**src/rtl/core/sm3_pkg.sv**
```systemverilog
package sm3_pkg;

  localparam int BlkBytes = 64;
  localparam int BlkAw    = 6;
  localparam int WinDepth = 16;
  localparam int WinAw    = 4;

  localparam logic [31:0] TjLow  = 32'h79cc4519;
  localparam logic [31:0] TjHigh = 32'h7a879d8a;
  localparam logic [7:0]  PadByte = 8'h80;

  typedef enum logic [3:0] {
    ST_IDLE,
    ST_PAD,
    ST_LEN,
    ST_LOAD,
    ST_ROUND,
    ST_FOLD,
    ST_EMIT
  } sm3_state_t;

  function automatic logic [31:0] iv_word(input logic [2:0] idx);
    logic [31:0] w;
    unique case (idx)
      3'd0: w = 32'h7380166f;
      3'd1: w = 32'h4914b2b9;
      3'd2: w = 32'h172442d7;
      3'd3: w = 32'hda8a0600;
      3'd4: w = 32'ha96f30bc;
      3'd5: w = 32'h163138aa;
      3'd6: w = 32'he38dee4d;
      default: w = 32'hb0fb0e4e;
    endcase
    return w;
  endfunction

  function automatic logic [31:0] rol(input logic [31:0] x, input logic [4:0] n);
    logic [63:0] d;
    d = {x, x} << n;
    return d[63:32];
  endfunction

  function automatic logic [31:0] perm0(input logic [31:0] x);
    return x ^ rol(x, 5'd9) ^ rol(x, 5'd17);
  endfunction

  function automatic logic [31:0] perm1(input logic [31:0] x);
    return x ^ rol(x, 5'd15) ^ rol(x, 5'd23);
  endfunction

endpackage

```
**src/rtl/core/sm3_hash_engine.sv**
```systemverilog
// SM3 hash engine.
// Input stream: one beat per message byte. in_tdata carries data_byte,
// in_tuser = byte_present, in_tlast = end_of_message. A beat with
// byte_present 0 and tlast 1 closes the message without adding a byte.
// Output stream: eight beats per message, digest word 0 first; out_tdata
// carries digest_word, out_tuser word_index, out_tlast marks word 7.
// Bytes are written to a 64x8 block RAM, one per accepted beat with byte_present set.
// A full block runs the compression: the 16-word expansion window RAM
// is loaded from the block RAM, then 64 rounds follow (the window RAM
// gives one read per cycle, six words per round), and a last step
// folds the working state into the chaining value.
// Closing a message adds padding writes (one per remaining byte of
// each padded block, up to 72 in all), one or two compressions and
// 8 output beats. The input is held off while padding, while a block
// is compressed or while the digest is sent; a stall on the output simply
// holds the current digest beat. Reset restores the IV and clears the
// byte and bit counters; no RAM clearing is needed.
module sm3_hash_engine
  import sm3_pkg::*;
(
  input  logic        clk,
  input  logic        rst_n,
  input  logic        in_tvalid,
  output logic        in_tready,
  input  logic [7:0]  in_tdata,   // [7:0] data_byte
  input  logic        in_tuser,   // byte_present
  input  logic        in_tlast,   // end_of_message
  output logic        out_tvalid,
  input  logic        out_tready,
  output logic [31:0] out_tdata,  // [31:0] digest_word
  output logic [2:0]  out_tuser,  // [2:0] word_index
  output logic        out_tlast   // digest_last
);

  sm3_state_t state_r, state_nxt;
  logic [BlkAw:0]   fill_r, fill_nxt;
  logic [63:0]      bits_r, bits_nxt;
  logic             fin_r, fin_nxt;     // message closing: pad path
  logic             twoblk_r, twoblk_nxt;
  logic [6:0]       cnt_r, cnt_nxt;     // load / round counter
  logic [1:0]       ph_r, ph_nxt;       // read phase within a round
  logic [31:0]      cv_r [8];
  logic [31:0]      cv_nxt [8];
  logic [31:0]      v_r [8];
  logic [31:0]      v_nxt [8];
  logic [31:0]      wj_r, wj_nxt, w4_r, w4_nxt, w7_r, w7_nxt, w13_r, w13_nxt;
  logic [31:0]      w3_r, w3_nxt;
  logic [31:0]      word_r, word_nxt;   // byte assembly during load
  logic [2:0]       oidx_r, oidx_nxt;

  logic             b_we;
  logic [BlkAw-1:0] b_wa, b_ra;
  logic [7:0]       b_wd, b_rd;
  logic             w_we;
  logic [WinAw-1:0] w_wa, w_ra;
  logic [31:0]      w_wd, w_rd;

  sm3_ram #(.Width(8), .Depth(BlkBytes)) u_blk (
    .clk(clk), .wr_en(b_we), .wr_addr(b_wa), .wr_data(b_wd),
    .rd_addr(b_ra), .rd_data(b_rd)
  );

  sm3_ram #(.Width(32), .Depth(WinDepth)) u_win (
    .clk(clk), .wr_en(w_we), .wr_addr(w_wa), .wr_data(w_wd),
    .rd_addr(w_ra), .rd_data(w_rd)
  );

  logic [5:0]  rj;
  logic [31:0] a12, ss1, ss2, ff, gg, tt1, tt2, tj, wn;
  logic [7:0]  len_byte;

  assign rj = cnt_r[5:0];

  always_comb begin
    tj  = (rj < 6'd16) ? TjLow : TjHigh;
    a12 = rol(v_r[0], 5'd12);
    ss1 = rol(a12 + v_r[4] + rol(tj, rj[4:0]), 5'd7);
    ss2 = ss1 ^ a12;
    if (rj < 6'd16) begin
      ff = v_r[0] ^ v_r[1] ^ v_r[2];
      gg = v_r[4] ^ v_r[5] ^ v_r[6];
    end else begin
      ff = (v_r[0] & v_r[1]) | (v_r[0] & v_r[2]) | (v_r[1] & v_r[2]);
      gg = (v_r[4] & v_r[5]) | (~v_r[4] & v_r[6]);
    end
    tt1 = ff + v_r[3] + ss2 + (wj_r ^ w4_r);
    tt2 = gg + v_r[7] + ss1 + wj_r;
    // w_rd holds W(j+10) in the last phase
    wn  = perm1(wj_r ^ w7_r ^ rol(w13_r, 5'd15)) ^ rol(w3_r, 5'd7) ^ w_rd;
    len_byte = bits_r[63 - 8*fill_r[2:0] -: 8];
  end

  always_ff @(posedge clk) begin
    if (!rst_n) begin
      state_r  <= ST_IDLE;
      fill_r   <= '0;
      bits_r   <= '0;
      fin_r    <= 1'b0;
      twoblk_r <= 1'b0;
      cnt_r    <= '0;
      ph_r     <= '0;
      oidx_r   <= '0;
      for (int i = 0; i < 8; i++) cv_r[i] <= iv_word(3'(i));
    end else begin
      state_r  <= state_nxt;
      fill_r   <= fill_nxt;
      bits_r   <= bits_nxt;
      fin_r    <= fin_nxt;
      twoblk_r <= twoblk_nxt;
      cnt_r    <= cnt_nxt;
      ph_r     <= ph_nxt;
      oidx_r   <= oidx_nxt;
      for (int i = 0; i < 8; i++) cv_r[i] <= cv_nxt[i];
    end
  end

  always_ff @(posedge clk) begin
    for (int i = 0; i < 8; i++) v_r[i] <= v_nxt[i];
    wj_r   <= wj_nxt;
    w4_r   <= w4_nxt;
    w7_r   <= w7_nxt;
    w13_r  <= w13_nxt;
    w3_r   <= w3_nxt;
    word_r <= word_nxt;
  end

  always_comb begin
    state_nxt  = state_r;
    fill_nxt   = fill_r;
    bits_nxt   = bits_r;
    fin_nxt    = fin_r;
    twoblk_nxt = twoblk_r;
    cnt_nxt    = cnt_r;
    ph_nxt     = ph_r;
    oidx_nxt   = oidx_r;
    cv_nxt     = cv_r;
    v_nxt      = v_r;
    wj_nxt     = wj_r;
    w4_nxt     = w4_r;
    w7_nxt     = w7_r;
    w13_nxt    = w13_r;
    w3_nxt     = w3_r;
    word_nxt   = word_r;
    b_we = 1'b0;
    b_wa = fill_r[BlkAw-1:0];
    b_wd = in_tdata;
    b_ra = '0;
    w_we = 1'b0;
    w_wa = '0;
    w_wd = '0;
    w_ra = '0;
    in_tready  = 1'b0;
    out_tvalid = 1'b0;

    unique case (state_r)
      ST_IDLE: begin
        in_tready = 1'b1;
        if (in_tvalid) begin
          if (in_tuser) begin
            b_we = 1'b1;
            fill_nxt = fill_r + 1'b1;
            bits_nxt = bits_r + 64'd8;
          end
          fin_nxt = in_tlast;
          if (in_tuser && fill_r == 7'd63) begin
            state_nxt = ST_LOAD;
            cnt_nxt = '0;
          end else if (in_tlast) begin
            state_nxt = ST_PAD;
            twoblk_nxt = 1'b0;
          end
        end
      end
      ST_PAD: begin
        // 0x80 first, then zeros up to the length field or block end
        b_we = 1'b1;
        b_wd = (fin_r && !twoblk_r) ? PadByte : 8'h00;
        if (fin_r && !twoblk_r) twoblk_nxt = 1'b1;
        fill_nxt = fill_r + 1'b1;
        if (fill_r == 7'd63) begin
          state_nxt = ST_LOAD;
          cnt_nxt = '0;
        end else if (fill_r == 7'd55 && !(fin_r && !twoblk_r) ? 1'b1 :
                     (fill_r == 7'd55 && fin_r && !twoblk_r)) begin
          state_nxt = ST_LEN;
        end
      end
      ST_LEN: begin
        b_we = 1'b1;
        b_wd = len_byte;
        fill_nxt = fill_r + 1'b1;
        if (fill_r == 7'd63) begin
          state_nxt = ST_LOAD;
          fin_nxt = 1'b0;
          cnt_nxt = '0;
        end
      end
      ST_LOAD: begin
        // one byte read per cycle, words written to the window RAM
        b_ra = cnt_r[BlkAw-1:0];
        if (cnt_r != 7'd0) begin
          word_nxt = {word_r[23:0], b_rd};
          if (cnt_r[1:0] == 2'd0) begin
            w_we = 1'b1;
            w_wa = 4'(cnt_r[5:2] - 4'd1);
            w_wd = {word_r[23:0], b_rd};
          end
        end
        cnt_nxt = cnt_r + 1'b1;
        if (cnt_r == 7'd64) begin
          w_wa = 4'd15;
          state_nxt = ST_ROUND;
          cnt_nxt = '0;
          ph_nxt = '0;
          v_nxt = cv_r;
        end
      end
      ST_ROUND: begin
        // phases read W(j), W(j+4), W(j+7) and W(j+13)
        unique case (ph_r)
          2'd0: w_ra = rj[3:0];
          2'd1: begin
            w_ra = 4'(rj[3:0] + 4'd4);
            wj_nxt = w_rd;
          end
          2'd2: begin
            w_ra = 4'(rj[3:0] + 4'd7);
            w4_nxt = w_rd;
          end
          default: begin
            w_ra = 4'(rj[3:0] + 4'd13);
            w7_nxt = w_rd;
          end
        endcase
        ph_nxt = ph_r + 1'b1;
        if (ph_r == 2'd3) begin
          state_nxt = ST_FOLD;
          cnt_nxt = cnt_r;
        end
      end
      ST_FOLD: begin
        // extra reads: W(j+13) arrives, then W(j+3), then W(j+10); then the round update and the W(j+16) write
        unique case (ph_r)
          2'd0: begin
            w13_nxt = w_rd;
            w_ra = 4'(rj[3:0] + 4'd3);
            ph_nxt = 2'd1;
          end
          2'd1: begin
            w3_nxt = w_rd;
            w_ra = 4'(rj[3:0] + 4'd10);
            ph_nxt = 2'd2;
          end
          2'd2: begin
            w_ra = 4'(rj[3:0] + 4'd10);
            ph_nxt = 2'd3;
          end
          default: begin
            w_we = 1'b1;
            w_wa = rj[3:0];
            w_wd = wn;
            v_nxt[3] = v_r[2];
            v_nxt[2] = rol(v_r[1], 5'd9);
            v_nxt[1] = v_r[0];
            v_nxt[0] = tt1;
            v_nxt[7] = v_r[6];
            v_nxt[6] = rol(v_r[5], 5'd19);
            v_nxt[5] = v_r[4];
            v_nxt[4] = perm0(tt2);
            ph_nxt = 2'd0;
            cnt_nxt = cnt_r + 1'b1;
            if (cnt_r == 7'd63) begin
              state_nxt = ST_EMIT;
              oidx_nxt = '0;
              cnt_nxt = '0;
            end else begin
              state_nxt = ST_ROUND;
            end
          end
        endcase
      end
      ST_EMIT: begin
        // first pass folds; after the last block, send the digest
        if (cnt_r == 7'd0) begin
          for (int i = 0; i < 8; i++) cv_nxt[i] = cv_r[i] ^ v_r[i];
          cnt_nxt = 7'd1;
          fill_nxt = '0;
          if (fin_r || twoblk_r) begin
            if (fin_r) begin
              state_nxt = ST_PAD;
            end
          end else if (!fin_r && !twoblk_r) begin
            state_nxt = ST_IDLE;
          end
        end else begin
          out_tvalid = 1'b1;
          if (out_tready) begin
            oidx_nxt = oidx_r + 1'b1;
            if (oidx_r == 3'd7) begin
              state_nxt = ST_IDLE;
              for (int i = 0; i < 8; i++) cv_nxt[i] = iv_word(3'(i));
              fill_nxt = '0;
              bits_nxt = '0;
              twoblk_nxt = 1'b0;
            end
          end
        end
      end
      default: state_nxt = ST_IDLE;
    endcase
  end

  assign out_tdata = cv_r[oidx_r];
  assign out_tuser = oidx_r;
  assign out_tlast = (oidx_r == 3'd7);

  a_out_only_emit: assert property (@(posedge clk) disable iff (!rst_n)
    out_tvalid |-> state_r == ST_EMIT) else $error("output outside emit");
  a_no_overlap: assert property (@(posedge clk) disable iff (!rst_n)
    !(in_tready && out_tvalid)) else $error("input and output overlap");
  a_last_resets: assert property (@(posedge clk) disable iff (!rst_n)
    (out_tvalid && out_tready && out_tlast) |=> (fill_r == '0 && bits_r == '0))
    else $error("counters not cleared after digest");

endmodule

```
**src/rtl/core/sm3_ram.sv**
```systemverilog
module sm3_ram #(
  parameter int Width = 8,
  parameter int Depth = 64
) (
  input  logic                     clk,
  input  logic                     wr_en,
  input  logic [$clog2(Depth)-1:0] wr_addr,
  input  logic [Width-1:0]         wr_data,
  input  logic [$clog2(Depth)-1:0] rd_addr,
  output logic [Width-1:0]         rd_data
);

  logic [Width-1:0] mem [Depth];

  always_ff @(posedge clk) begin
    if (wr_en) begin
      mem[wr_addr] <= wr_data;
    end
    rd_data <= mem[rd_addr];
  end

endmodule

```
**config.mk**
```make
export PLATFORM = sky130hd
export DESIGN_NAME = sm3_hash_engine
export DESIGN_NICKNAME = d
export VERILOG_FILES = /design/src/rtl/core/sm3_pkg.sv /design/src/rtl/core/sm3_hash_engine.sv /design/src/rtl/core/sm3_ram.sv
export SDC_FILE = /design/constraint.sdc
export NUM_CORES = 2
export LEC_CHECK = 0
export ABC_CLOCK_PERIOD_IN_PS = 25000
export BUFFER_PORTS_ARGS = -buffer_cell sky130_fd_sc_hd__buf_2
export CAP_MARGIN = 20
export CORE_ASPECT_RATIO = 0.7
export CORE_MARGIN = 8
export CORE_UTILIZATION = 64
export CTS_CLUSTER_DIAMETER = 40
export DETAILED_ROUTE_END_ITERATION = 7
export PLACE_DENSITY = 0.87
export SYNTH_ARGS = -nofsm -noshare
export SYNTH_HDL_FRONTEND = slang
export SYNTH_SLANG_ARGS = --single-unit
```
**constraint.sdc**
```tcl
create_clock -name clk -period 25 [get_ports clk]
set_clock_uncertainty 0.2 [all_clocks]
set_input_delay 2.5 -clock clk [delete_from_list [all_inputs] [get_ports clk]]
set_output_delay 2.5 -clock clk [all_outputs]
set_load 0.005 [all_outputs]
```
==> flow_metrics.py <==
metrics = {
    "logic_synthesis": {
        "synth_commonest_cells": "nand2_1, edfxtp_1, nor2_1, xor2_1, dfxtp_1",
        "synth_most_common_cell": "nand2_1",
        "synth-edff-count": 1464,
        "synth.area.top_cells": "edfxtp_1, nand2_1, dfxtp_1",
        "ys_seq_area_frac": 0.579,
        "synth_top_area_cell": "edfxtp_1",
        "synthesis.nets": 8240,
        "yosys_warnings": 0,
        "yosysUniqueCellTypes": 93,
        "syn_area_per_cell_um2": 11.2,
        "syn_area_um2": 89000,
        "synth_top_cell_area_share": 0.494,
        "postSynthCellCount": 7923,
        "yosys_register_bits": 1845,
        "async_flop_share": 0,
        "synthFlopType": "edfxtp_1",
    },
    "floorplanning": {
        "fp-row-count": 114,
        "die_h_um": 328,
        "initial_core_util": 0.645,
        "coreArea_um2": 138000,
        "io_pins": 52,
        "die-area_um2": 152000,
        "die_w_um": 462,
    },
    "sta": {
        "hold_violations": 0,
        "final-setup-viol-count": 0,
        "timing.final.crit_period_ps": 11160,
        "rsz0062_at_grt": "no",
        "slew-limit-headroom": 0.154,
        "whs_ps": 238,
        "fmax_mhz": 89.6,
        "fin_crit_sh": 0.446,
        "worst_pin_slew_ps": 1260,
        "setup_tns_ps": 0,
        "slew_violations": 0,
    },
    "routing": {
        "wl_per_cell_um": 28.1,
        "remaining_drc_errors": 0,
        "firstDrtPassIters": 7,
        "drt-total-wl_mm": 277,
        "via_count": 65683,
        "detail-route-antenna-nets": 0,
        "vias_per_cell": 6.65,
        "first_iter_violations": 11360,
    },
    "clock_tree": {
        "cts_hold_buf": 0,
        "ctsRootBufferMaster": "clkbuf_16",
        "cts_buffers": 181,
        "htreeDepth": 4,
        "clockBufferDepth": 3,
        "cts_setup_buffers": 0,
        "post_cts_resized": 0,
        "cts_num_sinks": 1845,
        "cts_tree": "built",
        "clk_pin_slew_ps": 70,
        "insertion_delay_ps": 870,
    },
    "worst_setup_path": {
        "max_stage_delay_ps": 860,
        "cp.arrival_ps": 11510,
        "crit_type": "reg2reg",
        "cp.required_ps": 25350,
        "end_kind": "register",
        "crit_slowest_cell": "dfxtp_4",
        "worst-path-max-fanout": 50,
        "critPathLaunchType": "register",
    },
    "grt": {
        "first_global_vias": 62584,
        "overflow": 0,
        "grtUsageTotal": 0.357,
        "antenna_found_initial": 22,
        "grt_first_pass_wirelength_mm": 405,
        "grt_max_degree": 164,
    },
    "flow_run": {
        "max_cap_violations": 0,
    },
    "pwr": {
        "p_sw_frac": 0.360,
        "power_frac_seq": 0.339,
        "p_leak_uw": 0.0344,
        "intPower_uw": 6520,
        "combPwrFrac": 0.386,
        "p_switching_uw": 3670,
        "pwr-share-clk": 0.275,
        "p_per_area_nw_per_um2": 105,
        "max-vdd-ir-drop_mv": 0.162,
    },
    "placed_design": {
        "portBuffers": 51,
        "routabilityCongestion": 1.02,
        "dpl.hpwl_mm": 182,
    },
    "final_layout": {
        "area_growth_pct": 9.49,
        "drive_gt1_frac": 0.0839,
        "final_nets": 8168,
        "num-fill-cells": 8946,
    },
    "outcome": {
        "status": "completed",
    },
    "worst_hold_path": {
        "hold_path_class": "reg2reg",
    },
}
metal layers:
metal,up-vias,track usage,part of all wire
met2,5408,0.511,0.43
met3,750,0.113,0.15
met4,12,0.131,0.041
met5,-,0,0.00028
met1,31834,0.514,0.38
li1,27679,-,-
worst max-delay path, delay by kind of cell (launching register included):
family | cells | cell delay (ps)
buffers and inverters | 3 | 970
muxes | 2 | 350
DFF | 1 | 860
xor gates and xnor gates | 3 | 580
AOI/OAI and AO/OA | 15 | 3900
and+or+nand+nor | 4 | 940
adders and majority gates | 7 | 3030
power by group through the flow:
| stage | clock [uW] | sequential [uW] | combinational [uW] |
|---|---|---|---|
| final | 2800 | 3460 | 3940 |
| after global routing | 2920 | 3460 | 4220 |
| after CTS | 2800 | 3460 | 3820 |
| after detailed placement | 0 | 3520 | 3790 |
| after global placement | 0 | 3520 | 3780 |
| after floorplan | 0 | 3500 | 2790 |
sequential cells by signal (all words and copies together), names as in the netlist, 7 cells and up:
register	count
w7_r	32
a12	32
u_win.mem	512
cv_r	256
w13_r	32
w4_r	32
wj_r	32
u_blk.mem	512
u_win.rd_data	32
cnt_r	7
u_blk.rd_data	8
w3_r	32
fill_r	7
bits_r	61
v_r	224
word_r	24
metrics by stage:
step / util / setup WS [ps] / total power, uW / cells / instance area, um^2
global route: 0.706 / 13410 / 10600 / 9870 / 97500
detailed placement: 0.661 / 14090 / 7310 / 9520 / 91300
global placement: 0.661 / 14090 / 7300 / 9520 / 91300
floorplan: - / 4170 / 6290 / 7923 / 89000
CTS: 0.705 / 14020 / 10100 / 9863 / 97400
finish: 0.706 / 13840 / 10200 / 9877 / 97500
area by class of cell:
type | instances | area (um^2) | share of cell area
Inverter | 223 | 842 | 0.00864
Clock inverter | 107 | 1210 | 0.0124
Antenna cell | 10 | 25.0 | 0.000257
Tap cell | 1856 | 2320 | 0.0238
Clock buffer | 236 | 4880 | 0.0500
Multi-Input combinational cell | 5426 | 35300 | 0.362
Timing Repair Buffer | 174 | 1270 | 0.0130
Sequential cell | 1845 | 51600 | 0.529
cells by family (layout without fill, tap and decap cells):
group,count (synthesis),count (layout),share of synthesized area
flops,1845,1845,0.579
other cells,0,10,0
mux,250,250,0.0388
compound gates,1088,1088,0.0801
fa+ha+maj,305,305,0.0587
buf+inv,652,740,0.0282
xor+xnor,731,731,0.0723
simple gates,3052,3052,0.142
placed cells by master (no fill, tap or decap), types with 16 or more instances in the layout:
cell / n
fa_1: 189
mux2i_1: 126
nor3_1: 55
clkbuf_1: 41
clkbuf_16: 181
inv_1: 220
xor2_1: 404
o221ai_1: 55
dfxtp_1: 374
nor2_1: 395
clkinv_2: 26
a311oi_1: 138
and3_1: 130
clkinv_1: 24
mux4_2: 71
or3_1: 18
o22ai_1: 39
nand3_1: 246
o21bai_1: 16
nand2_1: 2033
o211ai_1: 25
nand4_1: 20
a21oi_1: 226
buf_2: 51
xnor2_1: 324
a21o_1: 44
ha_1: 114
nor2_4: 20
buf_4: 117
mux2_2: 53
o21ai_0: 260
nand2b_1: 26
a31oi_1: 87
a211oi_1: 67
inv_6: 16
nor2b_1: 35
edfxtp_1: 1464
path summary, 6_finish.rpt:
path                                   end  startpoint  slack, ps  cells after the start
worst min register to register  word_r[14]   word_r[6]        240                      0
worst max register to register      a12[8]    cnt_r[0]      13840                     34
worst max-delay path                a12[8]    cnt_r[0]      13840                     34
worst min-delay path            word_r[14]   word_r[6]        240                      0
No activity file was read; power rests on OpenSTA's default activity.
